### config.mk
export PLATFORM = sky130hd
export DESIGN_NAME = queued_color_led_strobe
export DESIGN_NICKNAME = d
export VERILOG_FILES = /design/src/sv/qcls_pkg.sv /design/src/sv/qcls_out_skid.sv /design/src/sv/queued_color_led_strobe.sv
export VERILOG_INCLUDE_DIRS = /design/src /design/src/sv
export SDC_FILE = /design/constraint.sdc
export NUM_CORES = 1
export LEC_CHECK = 0
export ABC_AREA = 1
export ABC_CLOCK_PERIOD_IN_PS = 11600
export BUFFER_PORTS_ARGS = -buffer_cell sky130_fd_sc_hd__buf_4
export CAP_MARGIN = 20
export CELL_PAD_IN_SITES_DETAIL_PLACEMENT = 1
export CELL_PAD_IN_SITES_GLOBAL_PLACEMENT = 1
export CORE_MARGIN = 2
export CORE_UTILIZATION = 47
export CTS_CLUSTER_SIZE = 12
export DETAILED_ROUTE_END_ITERATION = 10
export GPL_TIMING_DRIVEN = 0
export PLACE_DENSITY = 0.91
export RECOVER_POWER = 50
export SLEW_MARGIN = 30
export SYNTH_ARGS = -nofsm -noshare
export SYNTH_HDL_FRONTEND = slang
export SYNTH_SLANG_ARGS = --single-unit
### constraint.sdc
create_clock -name clk -period 11.6 [get_ports clk]
set_input_delay 1.16 -clock clk [delete_from_list [all_inputs] [get_ports clk]]
set_output_delay 1.16 -clock clk [all_outputs]
set_load 0.01 [all_outputs]
### src/sv/assert_macros.svh
// assertion macros for the rtl of the queued color led strobe
// no dependencies; pulled in by `include where assertions are written
`ifndef ASSERT_MACROS_SVH
`define ASSERT_MACROS_SVH

// property must hold at every clock edge outside reset
`define QCLS_ASSERT(lbl, clk, rst_n, prop) \
    lbl: assert property (@(posedge clk) disable iff (!rst_n) (prop)) \
        else $error("qcls assertion failed");

// condition must never be true outside reset
`define QCLS_ASSERT_NEVER(lbl, clk, rst_n, cond) \
    lbl: assert property (@(posedge clk) disable iff (!rst_n) !(cond)) \
        else $error("qcls forbidden condition seen");

`endif

### src/sv/qcls_pkg.sv
// package for the queued color led strobe: widths, codes, pin patterns, tables
// no dependencies; imported by qcls_out_skid and queued_color_led_strobe
package qcls_pkg;

    localparam int QUEUE_DEPTH_DEF = 16;
    localparam int OCC_W      = 4;
    localparam int PINS_W     = 6;
    localparam int COLOR_W    = 3;
    localparam int INTERVAL_W = 16;
    localparam int ADDR_W     = 3;
    localparam int DATA_W     = 32;

    localparam logic [INTERVAL_W-1:0] BASE_INTERVAL_RST = 16'd500;
    localparam logic [INTERVAL_W-1:0] ELAPSED_MAX       = 16'hFFFF;
    localparam logic [ADDR_W-1:0]     ADDR_BASE_INTERVAL = 3'd0;

    // action codes
    localparam logic ACTION_TICK    = 1'b0;
    localparam logic ACTION_ENQUEUE = 1'b1;

    // color codes
    localparam logic [COLOR_W-1:0] COLOR_RED    = 3'd0;
    localparam logic [COLOR_W-1:0] COLOR_GREEN  = 3'd1;
    localparam logic [COLOR_W-1:0] COLOR_BLUE   = 3'd2;
    localparam logic [COLOR_W-1:0] COLOR_TEAL   = 3'd3;
    localparam logic [COLOR_W-1:0] COLOR_PURPLE = 3'd4;

    // active-low pin patterns: [5:4] blue, [3:2] green, [1:0] red
    localparam logic [PINS_W-1:0] PINS_OFF    = 6'h3F;
    localparam logic [PINS_W-1:0] PINS_RED    = 6'h3C;
    localparam logic [PINS_W-1:0] PINS_GREEN  = 6'h33;
    localparam logic [PINS_W-1:0] PINS_BLUE   = 6'h0F;
    localparam logic [PINS_W-1:0] PINS_TEAL   = 6'h03;
    localparam logic [PINS_W-1:0] PINS_PURPLE = 6'h0C;

    typedef struct packed {
        logic [PINS_W-1:0] pins;
        logic              fired;
        logic [OCC_W-1:0]  occupancy;
    } result_t;

    // unknown codes keep the current levels
    function automatic logic [PINS_W-1:0] pins_for_color(
        input logic [COLOR_W-1:0] c,
        input logic [PINS_W-1:0]  cur
    );
        logic [PINS_W-1:0] p;
        case (c)
            COLOR_RED:    p = PINS_RED;
            COLOR_GREEN:  p = PINS_GREEN;
            COLOR_BLUE:   p = PINS_BLUE;
            COLOR_TEAL:   p = PINS_TEAL;
            COLOR_PURPLE: p = PINS_PURPLE;
            default:      p = cur;
        endcase
        return p;
    endfunction

    // strobe interval by queue occupancy; entry zero is replaced by the base register
    function automatic logic [INTERVAL_W-1:0] occ_interval(input logic [OCC_W-1:0] occ);
        logic [INTERVAL_W-1:0] v;
        case (occ)
            4'd1:    v = 16'd492;
            4'd2:    v = 16'd459;
            4'd3:    v = 16'd426;
            4'd4:    v = 16'd393;
            4'd5:    v = 16'd360;
            4'd6:    v = 16'd327;
            4'd7:    v = 16'd294;
            4'd8:    v = 16'd261;
            4'd9:    v = 16'd228;
            4'd10:   v = 16'd195;
            4'd11:   v = 16'd162;
            4'd12:   v = 16'd129;
            4'd13:   v = 16'd96;
            4'd14:   v = 16'd63;
            4'd15:   v = 16'd20;
            default: v = '0;
        endcase
        return v;
    endfunction

endpackage

### src/sv/qcls_out_skid.sv
// two-deep result buffer: output register plus skid register
// depends on qcls_pkg for result_t
module qcls_out_skid
    import qcls_pkg::*;
(
    input  logic    clk,
    input  logic    rst_n,
    input  logic    push,
    input  result_t push_data,
    output logic    push_ready,
    output logic    out_valid,
    input  logic    out_ready,
    output result_t out_data
);

    logic    out_valid_reg, out_valid_next;
    logic    skid_valid_reg, skid_valid_next;
    result_t out_data_reg;
    result_t skid_data_reg;
    logic    take;
    logic    load_out;
    logic    load_skid;

    assign take = out_valid_reg && out_ready;

    always_comb
    begin
        out_valid_next  = out_valid_reg;
        skid_valid_next = skid_valid_reg;
        load_out        = 1'b0;
        load_skid       = 1'b0;
        if (!out_valid_reg || take)
        begin
            if (skid_valid_reg)
            begin
                // skid drains into the output register
                out_valid_next  = 1'b1;
                skid_valid_next = 1'b0;
            end
            else
            begin
                out_valid_next = push;
                load_out       = push;
            end
        end
        else if (push)
        begin
            skid_valid_next = 1'b1;
            load_skid       = 1'b1;
        end
    end

    always_ff @(posedge clk or negedge rst_n)
    begin
        if (!rst_n)
        begin
            out_valid_reg  <= 1'b0;
            skid_valid_reg <= 1'b0;
        end
        else
        begin
            out_valid_reg  <= out_valid_next;
            skid_valid_reg <= skid_valid_next;
        end
    end

    always_ff @(posedge clk)
    begin
        if (load_out)
        begin
            out_data_reg <= push_data;
        end
        else if ((!out_valid_reg || take) && skid_valid_reg)
        begin
            out_data_reg <= skid_data_reg;
        end
        if (load_skid)
        begin
            skid_data_reg <= push_data;
        end
    end

    assign push_ready = !skid_valid_reg;
    assign out_valid  = out_valid_reg;
    assign out_data   = out_data_reg;

endmodule

### src/sv/queued_color_led_strobe.sv
// top level of the queued color led strobe: apb register, color ring, strobe timing
// depends on qcls_pkg, qcls_out_skid and assert_macros.svh
//
//  channel   direction  handshake            beat contents
//  -------   ---------  -------------------  -------------------------------------
//  apb       in/out     psel,penable,pready  base_interval at 0x0 (write and read)
//  in        in         in_valid,in_ready    action, color
//  out       out        out_valid,out_ready  pins, fired, occupancy
//
// one beat in per cycle while in_ready is high; every input beat yields one result beat
// the state update (ring access, compare, increment) is combinational logic
// a two-deep result buffer lets an input beat in while one result waits
// in_ready drops only when both result slots are full
// reset: empty ring, elapsed zero, next phase on, all pins high, base interval 500
module queued_color_led_strobe
    import qcls_pkg::*;
#(
    parameter int QUEUE_DEPTH = QUEUE_DEPTH_DEF
)
(
    input  logic                clk,
    input  logic                rst_n,
    // apb register port
    input  logic                psel,
    input  logic                penable,
    input  logic                pwrite,
    input  logic [ADDR_W-1:0]   paddr,
    input  logic [DATA_W-1:0]   pwdata,
    output logic [DATA_W-1:0]   prdata,
    output logic                pready,
    // input beats
    input  logic                in_valid,
    output logic                in_ready,
    input  logic                action,
    input  logic [COLOR_W-1:0]  color,
    // result beats
    output logic                out_valid,
    input  logic                out_ready,
    output logic [PINS_W-1:0]   pins,
    output logic                fired,
    output logic [OCC_W-1:0]    occupancy
);

`include "assert_macros.svh"

    localparam int IDX_W = $clog2(QUEUE_DEPTH);
    localparam logic [IDX_W-1:0] IDX_LAST  = IDX_W'(QUEUE_DEPTH - 1);
    localparam logic [IDX_W:0]   DEPTH_EXT = (IDX_W + 1)'(QUEUE_DEPTH);

    // configuration
    logic [INTERVAL_W-1:0] base_interval_reg;
    logic                  cfg_write;

    // strobe state
    logic [COLOR_W-1:0]    queue_reg [QUEUE_DEPTH];
    logic [IDX_W-1:0]      wr_idx_reg, wr_idx_next;
    logic [IDX_W-1:0]      rd_idx_reg, rd_idx_next;
    logic [INTERVAL_W-1:0] elapsed_reg, elapsed_next;
    logic                  phase_on_reg, phase_on_next;
    logic [PINS_W-1:0]     pin_levels_reg, pin_levels_next;

    logic                  in_fire;
    logic                  enqueue;
    logic [IDX_W-1:0]      occ_now;
    logic [IDX_W-1:0]      occ_after;
    logic [INTERVAL_W-1:0] interval;
    logic [INTERVAL_W-1:0] elapsed_inc;
    logic                  fire_now;
    logic [IDX_W-1:0]      wr_adv;
    logic [COLOR_W-1:0]    head_color;
    result_t               res;
    result_t               out_data;

    function automatic logic [IDX_W-1:0] advance(input logic [IDX_W-1:0] idx);
        return (idx == IDX_LAST) ? '0 : idx + 1'b1;
    endfunction

    function automatic logic [IDX_W-1:0] ring_count(
        input logic [IDX_W-1:0] w,
        input logic [IDX_W-1:0] r
    );
        logic [IDX_W:0] d;
        if (w >= r)
        begin
            d = {1'b0, w} - {1'b0, r};
        end
        else
        begin
            d = {1'b0, w} + DEPTH_EXT - {1'b0, r};
        end
        return d[IDX_W-1:0];
    endfunction

    // ---------------- apb register ----------------
    assign pready    = 1'b1;
    assign cfg_write = psel && penable && pwrite && (paddr == ADDR_BASE_INTERVAL);

    always_ff @(posedge clk or negedge rst_n)
    begin
        if (!rst_n)
        begin
            base_interval_reg <= BASE_INTERVAL_RST;
        end
        else if (cfg_write)
        begin
            base_interval_reg <= pwdata[INTERVAL_W-1:0];
        end
    end

    always_comb
    begin
        prdata = '0;
        if (paddr == ADDR_BASE_INTERVAL)
        begin
            prdata = DATA_W'(base_interval_reg);
        end
    end

    // ---------------- strobe update ----------------
    assign in_fire = in_valid && in_ready;
    assign enqueue = (action == ACTION_ENQUEUE);

    assign occ_now     = ring_count(wr_idx_reg, rd_idx_reg);
    // empty ring uses the register, otherwise the shrinking table
    assign interval    = (occ_now == '0) ? base_interval_reg
                                         : occ_interval(OCC_W'(occ_now));
    // saturating tick counter
    assign elapsed_inc = (elapsed_reg == ELAPSED_MAX) ? elapsed_reg : elapsed_reg + 1'b1;
    assign fire_now    = !enqueue && (elapsed_inc > interval);
    assign wr_adv      = advance(wr_idx_reg);
    assign head_color  = queue_reg[rd_idx_reg];

    always_comb
    begin
        wr_idx_next     = wr_idx_reg;
        rd_idx_next     = rd_idx_reg;
        elapsed_next    = elapsed_reg;
        phase_on_next   = phase_on_reg;
        pin_levels_next = pin_levels_reg;
        if (enqueue)
        begin
            wr_idx_next = wr_adv;
            // full ring drops its oldest color
            if (wr_adv == rd_idx_reg)
            begin
                rd_idx_next = advance(rd_idx_reg);
            end
        end
        else
        begin
            elapsed_next = elapsed_inc;
            if (fire_now)
            begin
                if (phase_on_reg)
                begin
                    if (occ_now != '0)
                    begin
                        rd_idx_next     = advance(rd_idx_reg);
                        pin_levels_next = pins_for_color(head_color, pin_levels_reg);
                    end
                    else
                    begin
                        pin_levels_next = pins_for_color(color, pin_levels_reg);
                    end
                end
                else
                begin
                    pin_levels_next = PINS_OFF;
                end
                phase_on_next = !phase_on_reg;
                elapsed_next  = '0;
            end
        end
    end

    always_ff @(posedge clk or negedge rst_n)
    begin
        if (!rst_n)
        begin
            wr_idx_reg     <= '0;
            rd_idx_reg     <= '0;
            elapsed_reg    <= '0;
            phase_on_reg   <= 1'b1;
            pin_levels_reg <= PINS_OFF;
        end
        else if (in_fire)
        begin
            wr_idx_reg     <= wr_idx_next;
            rd_idx_reg     <= rd_idx_next;
            elapsed_reg    <= elapsed_next;
            phase_on_reg   <= phase_on_next;
            pin_levels_reg <= pin_levels_next;
        end
    end

    // ring storage, no reset: only written entries are ever read
    always_ff @(posedge clk)
    begin
        if (in_fire && enqueue)
        begin
            queue_reg[wr_idx_reg] <= color;
        end
    end

    // ---------------- result beat ----------------
    assign occ_after     = ring_count(wr_idx_next, rd_idx_next);
    assign res.pins      = pin_levels_next;
    assign res.fired     = fire_now;
    assign res.occupancy = OCC_W'(occ_after);

    qcls_out_skid u_out_skid (
        .clk        (clk),
        .rst_n      (rst_n),
        .push       (in_fire),
        .push_data  (res),
        .push_ready (in_ready),
        .out_valid  (out_valid),
        .out_ready  (out_ready),
        .out_data   (out_data)
    );

    assign pins      = out_data.pins;
    assign fired     = out_data.fired;
    assign occupancy = out_data.occupancy;

    // ---------------- checks ----------------
    // a stalled input means both result slots hold data
    `QCLS_ASSERT_NEVER(a_stall_without_result, clk, rst_n, !in_ready && !out_valid)
    // the ring never reports a depth it cannot hold
    `QCLS_ASSERT_NEVER(a_occ_in_range, clk, rst_n, OCC_W'(occ_now) > OCC_W'(QUEUE_DEPTH - 1))
    // waiting for the on phase means every pin is dark
    `QCLS_ASSERT(a_off_phase_dark, clk, rst_n, phase_on_reg |-> pin_levels_reg == PINS_OFF)
    // a strobe edge restarts the tick count
    `QCLS_ASSERT(a_fire_clears, clk, rst_n, in_fire && fire_now |=> elapsed_reg == '0)

endmodule
## Word-level counts from Yosys, hierarchy flattened

Memory sizes are Yosys's and may differ from the RTL's.
Cells that the tools add are included.
Widths: inputs -> output; s select.

- Multiplexer cells: 31
- $add $sub $neg: 9
- Reductions and logical operators: 22
- Magnitude comparators: 3
- Bitwise logic cells: 1
- Equal/unequal tests: 12

Operators by type and width:

| operator | number |
|---|---|
| $mux 16 | 4 |
| $pmux 6 s5 | 2 |
| $mux 4 | 10 |
| $mux 6 | 4 |
| $mux 11 | 2 |
| $add 16x1->16 const B | 1 |
| $add 4x1->4 const B | 4 |
| $eq 16x16->1 const B | 1 |
| $gt 16x16->1 | 1 |
| $sub 4x4->4 | 4 |
| $eq 3x2->1 const B | 4 |
| $logic_not 3->1 | 3 |
| $mux 1 | 9 |
| $eq 4x4->1 const B | 2 |
| $ge 4x4->1 | 2 |
| $logic_and 1x1->1 | 8 |
| $eq 3x1->1 const B | 2 |
| $eq 3x3->1 const B | 2 |
| $eq 4x4->1 | 1 |
| $logic_not 1->1 | 4 |
| $logic_not 4->1 | 1 |
| $reduce_bool 2->1 | 2 |
| $reduce_bool 4->1 | 1 |
| $reduce_and 3->1 | 1 |
| 3 further kinds | 3 |

- Input bits: 46
- Bits in registers: 71
- Bits in read-only memories: 144
- Logic and storage cells: 94
- Bits in writable memories: 48
- Memories kept: 2
- Output and inout bits: 46

Memory list:

| memory | words | width | rd ports | clocked after Yosys merged registers in | wr ports | line | RTL |
|---|---|---|---|---|---|---|---|
| (no name shown) | 16 | 9 | 1 | 0 | 0 | qcls_pkg.sv:62 | `case (occ)` |
| queue_reg | 16 | 3 | 1 | 0 | 1 | queued_color_led_strobe.sv:55 | `logic [COLOR_W-1:0] queue_reg [QUEUE_DEPTH];` |

## Logic depth before layout (Yosys ltp)

- Depth in word-level cells: 12
- Depth in mapped cells: 34

## Cells and area by module

From an unflattened synthesis, not the netlist that was laid out.

- Cell total of the unflattened synthesis: 807
- Area, all modules: 6915.4 um^2

Modules (own cells, without submodules):

| module | cells an instance | seq. area each (um^2) | area an instance (um^2) | times used |
|---|---|---|---|---|
| queued_color_led_strobe | 736 | 2633.8 | 5985.7 | 1 |
| qcls_out_skid | 71 | 710.7 | 929.6 | 1 |

## Worst setup path before layout

OpenSTA, ideal clock, no wires.

- Path type: register -> register
- From: register wr_idx_reg[0]
- To: register u_out_skid.skid_data_reg[3] (netlist name) (data pin)
- Required time: 11.345 ns
- Stages on the path, launching flop included: 30
- Library setup time: 0.255 ns
- Arrival: 4.347 ns
- Buffers on the path: 2
- Slack: 6.998 ns
- Path through: dfrtp_1 -> inv_1 -> ha_1 -> inv_1 -> fa_1 -> inv_1 -> ha_1 -> inv_1 -> nor2_2 -> nand3_2 -> clkbuf_1 -> clkbuf_1 -> o211ai_1 -> o21ai_0 -> ha_1 -> a21o_1 -> nor2_1 -> nand2_1 -> nand2_1 -> nand2_1 -> nand2_2 -> inv_2 -> nand4_1 -> o2111ai_1 -> ha_1 -> inv_1 -> nand3_2 -> nand2_1 -> nand3_1 -> and2_1

- Cells in the longest elaborated chain, start to end: 11
- Elaborated cells on any way between the ends: 26
- Those cells by class: add/sub: 7; order compare: 3; eq/ne: 2; mux: 10; reduce/logical: 3; memory: 1

Ends and longest elaborated chain:

| element | line | RTL |
|---|---|---|
| start, declared | queued_color_led_strobe.sv:56 | `logic [IDX_W-1:0] wr_idx_reg, wr_idx_next;` |
| start signal, assigned | queued_color_led_strobe.sv:188 | `wr_idx_reg <= wr_idx_next;` |
| $add 4x1->4 | queued_color_led_strobe.sv:89 | `d = {1'b0, w} + DEPTH_EXT - {1'b0, r};` |
| $sub 4x4->4 | queued_color_led_strobe.sv:89 |  |
| $mux 4 (*) | queued_color_led_strobe.sv:83 | `if (w >= r)` |
| $mem_v2 16x9 or $logic_not 4->1 (tied branches) | -- |  |
| $mux 16 (*) | queued_color_led_strobe.sv:125 | `assign interval = (occ_now == '0) ? base_interval_reg` |
| $gt 16x16->1 (*) | queued_color_led_strobe.sv:129 | `assign fire_now = !enqueue && (elapsed_inc > interval);` |
| $logic_and 1x1->1 (*) | queued_color_led_strobe.sv:129 |  |
| named net fire_now | queued_color_led_strobe.sv:68 | `logic fire_now;` |
| $mux 4 (*) | queued_color_led_strobe.sv:152 | `if (fire_now)` |
| $mux 4 (*) | queued_color_led_strobe.sv:140 | `if (enqueue)` |
| named net rd_idx_next[0] | queued_color_led_strobe.sv:57 | `logic [IDX_W-1:0] rd_idx_reg, rd_idx_next;` |
| $sub 4x4->4, or another cell as far along | queued_color_led_strobe.sv:89 |  |
| $mux 4 (*) | queued_color_led_strobe.sv:83 |  |
| named net occ_after[3] | queued_color_led_strobe.sv:65 | `logic [IDX_W-1:0] occ_after;` |
| end signal, assigned | qcls_out_skid.sv:79 | `skid_data_reg <= push_data;` |
| end, declared | qcls_out_skid.sv:19 | `result_t skid_data_reg;` |

The timed path passes the listed nets; every way through them passes the cells marked *.
A chain may end at the register's enable or synchronous reset.

## Final worst setup path

Same ends and word-level chain as after synthesis.

==> flow_metrics.py <==
metrics = {
    "outcome": {
        "outcome": "finished with violations",
        "failed_checks": "capacitance limit, slew limit",
    },
    "synth": {
        "post_synth.cell_area_avg_um2": 8.436,
        "postSynth.topFlopCell": "edfxtp_1",
        "yosys.area.top_type_share_pct": 30.02,
        "synth_compound_area_share_pct": 10.44,
        "ys_seq_elements": 119,
        "post_synthesis_simple_gate_area_fraction_pct": 24.79,
        "synth_xor_xnor_area_share_pct": 1.733,
        "netlist_area_um2": 7002,
        "synthAdderAreaFrac_pct": 6.004,
        "synth_enable_flop_cells": 70,
        "yosys.cell_count.top_type": "nand2_1",
        "synth_top_area_cell": "edfxtp_1",
        "synth.top_cells.by_area": "edfxtp_1 (30%), dfrtp_1 (13%), nand2_1 (10%), ha_1 (5.7%), inv_1 (5.0%)",
        "synth.yosys.warnings": 0,
        "multiplexer_share_of_the_synthesized_area_pct": 0,
        "netlist_top_cells_count": "nand2_1 (188), inv_1 (94), nor2_1 (94)",
        "synth_seq_area_share_pct": 47.77,
        "synthCells": 830,
        "synth_cell_type_count": 45,
        "dominant_combinational_cell_family_by_area_after_synthesis": "simple AND/OR/NAND/NOR gates",
        "async_reset_ff_share_pct": 41.18,
    },
    "route": {
        "finalWirelength_mm": 21.73,
        "wl_per_cell_um": 19.42,
        "route.antenna.remaining_nets": 0,
        "vias": 6283,
        "detail_route.iter0.violations": 433,
        "dr_pass1_iterations": 7,
        "drc_errors": 0,
        "via_per_inst": 5.615,
    },
    "grt": {
        "via_count_of_the_first_global_routing_pass": 6691,
        "antenna_found_initial": 0,
        "grt.overflow.total": 0,
        "grt_start_max_net_pins": 50,
        "grt_first_pass_wirelength_mm": 34.68,
        "grtUsageTotal_pct": 27.93,
    },
    "placement": {
        "area_post_placement_um2": 7724,
        "detailedPlace.worstSlack_ns": 5.946,
        "globalplace.congestion": 0.8769,
        "hpwl_mm": 14.42,
        "placement.io_buffers": 58,
        "post-place-cells": 1087,
    },
    "cells_and_area": {
        "postLayoutCoreUtil_pct": 56.63,
        "finish.cell_count_without_fillers": 1119,
        "nets": 1001,
        "flow.area_growth_from_synthesis_pct": 17.55,
        "post_route_cells_drive_above_1_share_pct": 16.47,
        "num_antenna_cells": 0,
        "postLayoutCellArea_um2": 8230,
        "largest_reg_flops": 48,
    },
    "hold_path": {
        "hold_path.class": "flip-flop to flip-flop",
    },
    "timing": {
        "setup_slack_ns": 5.538,
        "timing.slew.headroom_pct": -98.20,
        "finalCriticalPeriod_ns": 6.062,
        "period_share_pct": 52.26,
        "achievable-frequency_ghz": 0.1650,
        "slew_violations": 50,
        "hold_viol_final": 0,
        "fin_setup_tns_ns": 0,
        "maximum_clock_skew_at_final_layout_ns": 0.01539,
        "rsz_0062_raised_after_global_routing": "false",
        "worst_pin_slew_ns": 2.973,
        "final-setup-viol-count": 0,
    },
    "worst_setup_path": {
        "critPathRequiredTime_ns": 11.78,
        "endpoint_kind": "flip-flop",
        "timing.critical_path.arrival_ns": 6.24,
        "critical_path.slowest_cell": "fa_1",
        "crit_fanout": 10,
        "max_stage_delay_ns": 0.59,
        "timing.setup.critical_path_class": "flip-flop to flip-flop",
        "critical-path-top-cell-by-count": "inv_1",
        "cp-start-kind": "flip-flop",
    },
    "die": {
        "initial_standard_cell_utilization_of_the_core_pct": 48.17,
        "die_w_um": 126.1,
        "design.portCount": 92,
        "height_of_the_die_um": 126.1,
        "floorplan.die_area_um2": 15890,
        "rows": 44,
        "floorplan.core_area_um2": 14530,
    },
    "clocking": {
        "cts_inserted_buffers": 17,
        "ctsHtreeMaxLevel": 4,
        "tritoncts": "yes",
        "clk_root_buffer_cell": "clkbuf_16",
        "post-cts-setup-buffers": 0,
        "path_clk_slew_ns": 0.06,
        "cts.sinks": 119,
        "cts_hold_buf": 0,
        "clk_path_buf_depth": 2,
        "postCtsResizedCells": 0,
        "insertion_delay_ns": 0.44,
    },
    "power_and_ir_drop": {
        "total_leakage_power_nw": 3.731,
        "power-per-cell-area_nw_per_um2": 310.9,
        "vdd_drop_max_mv": 0.1322,
    },
    "flow_run": {
        "max_cap_viol_count": 1,
    },
}
cells in the final DEF (no fill, tap or decap), types with 3 or more instances in the layout:
cell type	count
dfstp_2	13
clkbuf_1	31
inv_1	94
nand2_2	13
nor2_4	3
o21ai_0	66
a21oi_2	3
o21ai_1	14
a21oi_1	15
o22ai_1	12
conb_1	17
edfxtp_1	70
clkinv_1	4
ha_1	32
buf_2	3
nor2_2	5
xor2_1	11
nand3_1	58
buf_4	62
nand3_2	7
bufinv_16	3
nand2_1	188
o211ai_1	7
clkinv_2	4
nand4_1	9
inv_2	10
clkbuf_16	17
nor3_1	4
nor2_1	94
a22oi_1	3
dfrtp_1	36
layout make-up:
cell class                 count  area [um^2]
buffer                        39        251.5
clock buffer                  20        436.7
clock inverter                12        133.9
fill                        1746         6304
inverter                     104        390.4
multi-input combinational    583         3072
sequential                   119         3344
tap                          184        230.2
timing repair buffer          58        371.6
cells by family (layout without fill, tap and decap cells):
group,count (synthesis),count (layout)
compound gates,130,130
flops,119,119
simple gates,390,390
xor+xnor,13,13
buf+inv,143,233
fa+ha+maj,33,33
other cells,2,17
routing by layer:
layer | GRT usage (%) | share of wire, % | vias up
li1 | - | - | 2896
met1 | 33.69 | 40 | 3069
met2 | 48.13 | 50 | 246
met3 | 6.075 | 5.6 | 72
met4 | 12.22 | 3.7 | 0
met5 | 0 | 0 | -
worst max-delay path: cells and delay by family, from the launching register on:
family | cells | cell delay, ns
AO/OA/AOI/OAI | 4 | 0.69
adder cells (fa/ha/maj) | 5 | 1.53
buffers and inverters | 8 | 1.64
flip-flops | 1 | 0.49
AND/OR/NAND/NOR | 12 | 1.45
through the flow:
| step | power, mW | hold WS (ns) |
|---|---|---|
| final | 2.559 | 0.5164 |
| after global routing | 2.728 | 0.5477 |
| after CTS | 2.552 | 0.5118 |
| after detailed placement | 1.941 | 0.4902 |
| after global placement | 1.861 | 0.4806 |
| after floorplan | 1.564 | 0.4636 |
worst paths after layout:
kind / from / endpoint / slack, ns / cells after the start
hold reg to reg: u_out_skid.skid_valid_reg$_DFFE_PN0P_ / u_out_skid.out_valid$_DFFE_PN0N_ / 0.52 / 2
min in group asynchronous: rst_n / base_interval_reg[11]$_DFFE_PN0P_ / 1.70 / 1
hold / removal: u_out_skid.skid_valid_reg$_DFFE_PN0P_ / u_out_skid.out_valid$_DFFE_PN0N_ / 0.52 / 2
setup / recovery: wr_idx_reg[0]$_DFFE_PN0P_ / u_out_skid.skid_data_reg[3]$_DFFE_PP_ / 5.54 / 29
setup reg to reg: wr_idx_reg[0]$_DFFE_PN0P_ / u_out_skid.skid_data_reg[3]$_DFFE_PP_ / 5.54 / 29
max in group asynchronous: rst_n / rd_idx_reg[1]$_DFFE_PN0P_ / 8.22 / 1
where the power goes:
group          leakage, nW  switching (mW)  internal (mW)
clock                0.281           0.193          0.333
sequential            1.23          0.0671          0.563
combinational         2.22           0.960          0.443
Power figures use the tool's default switching activity.
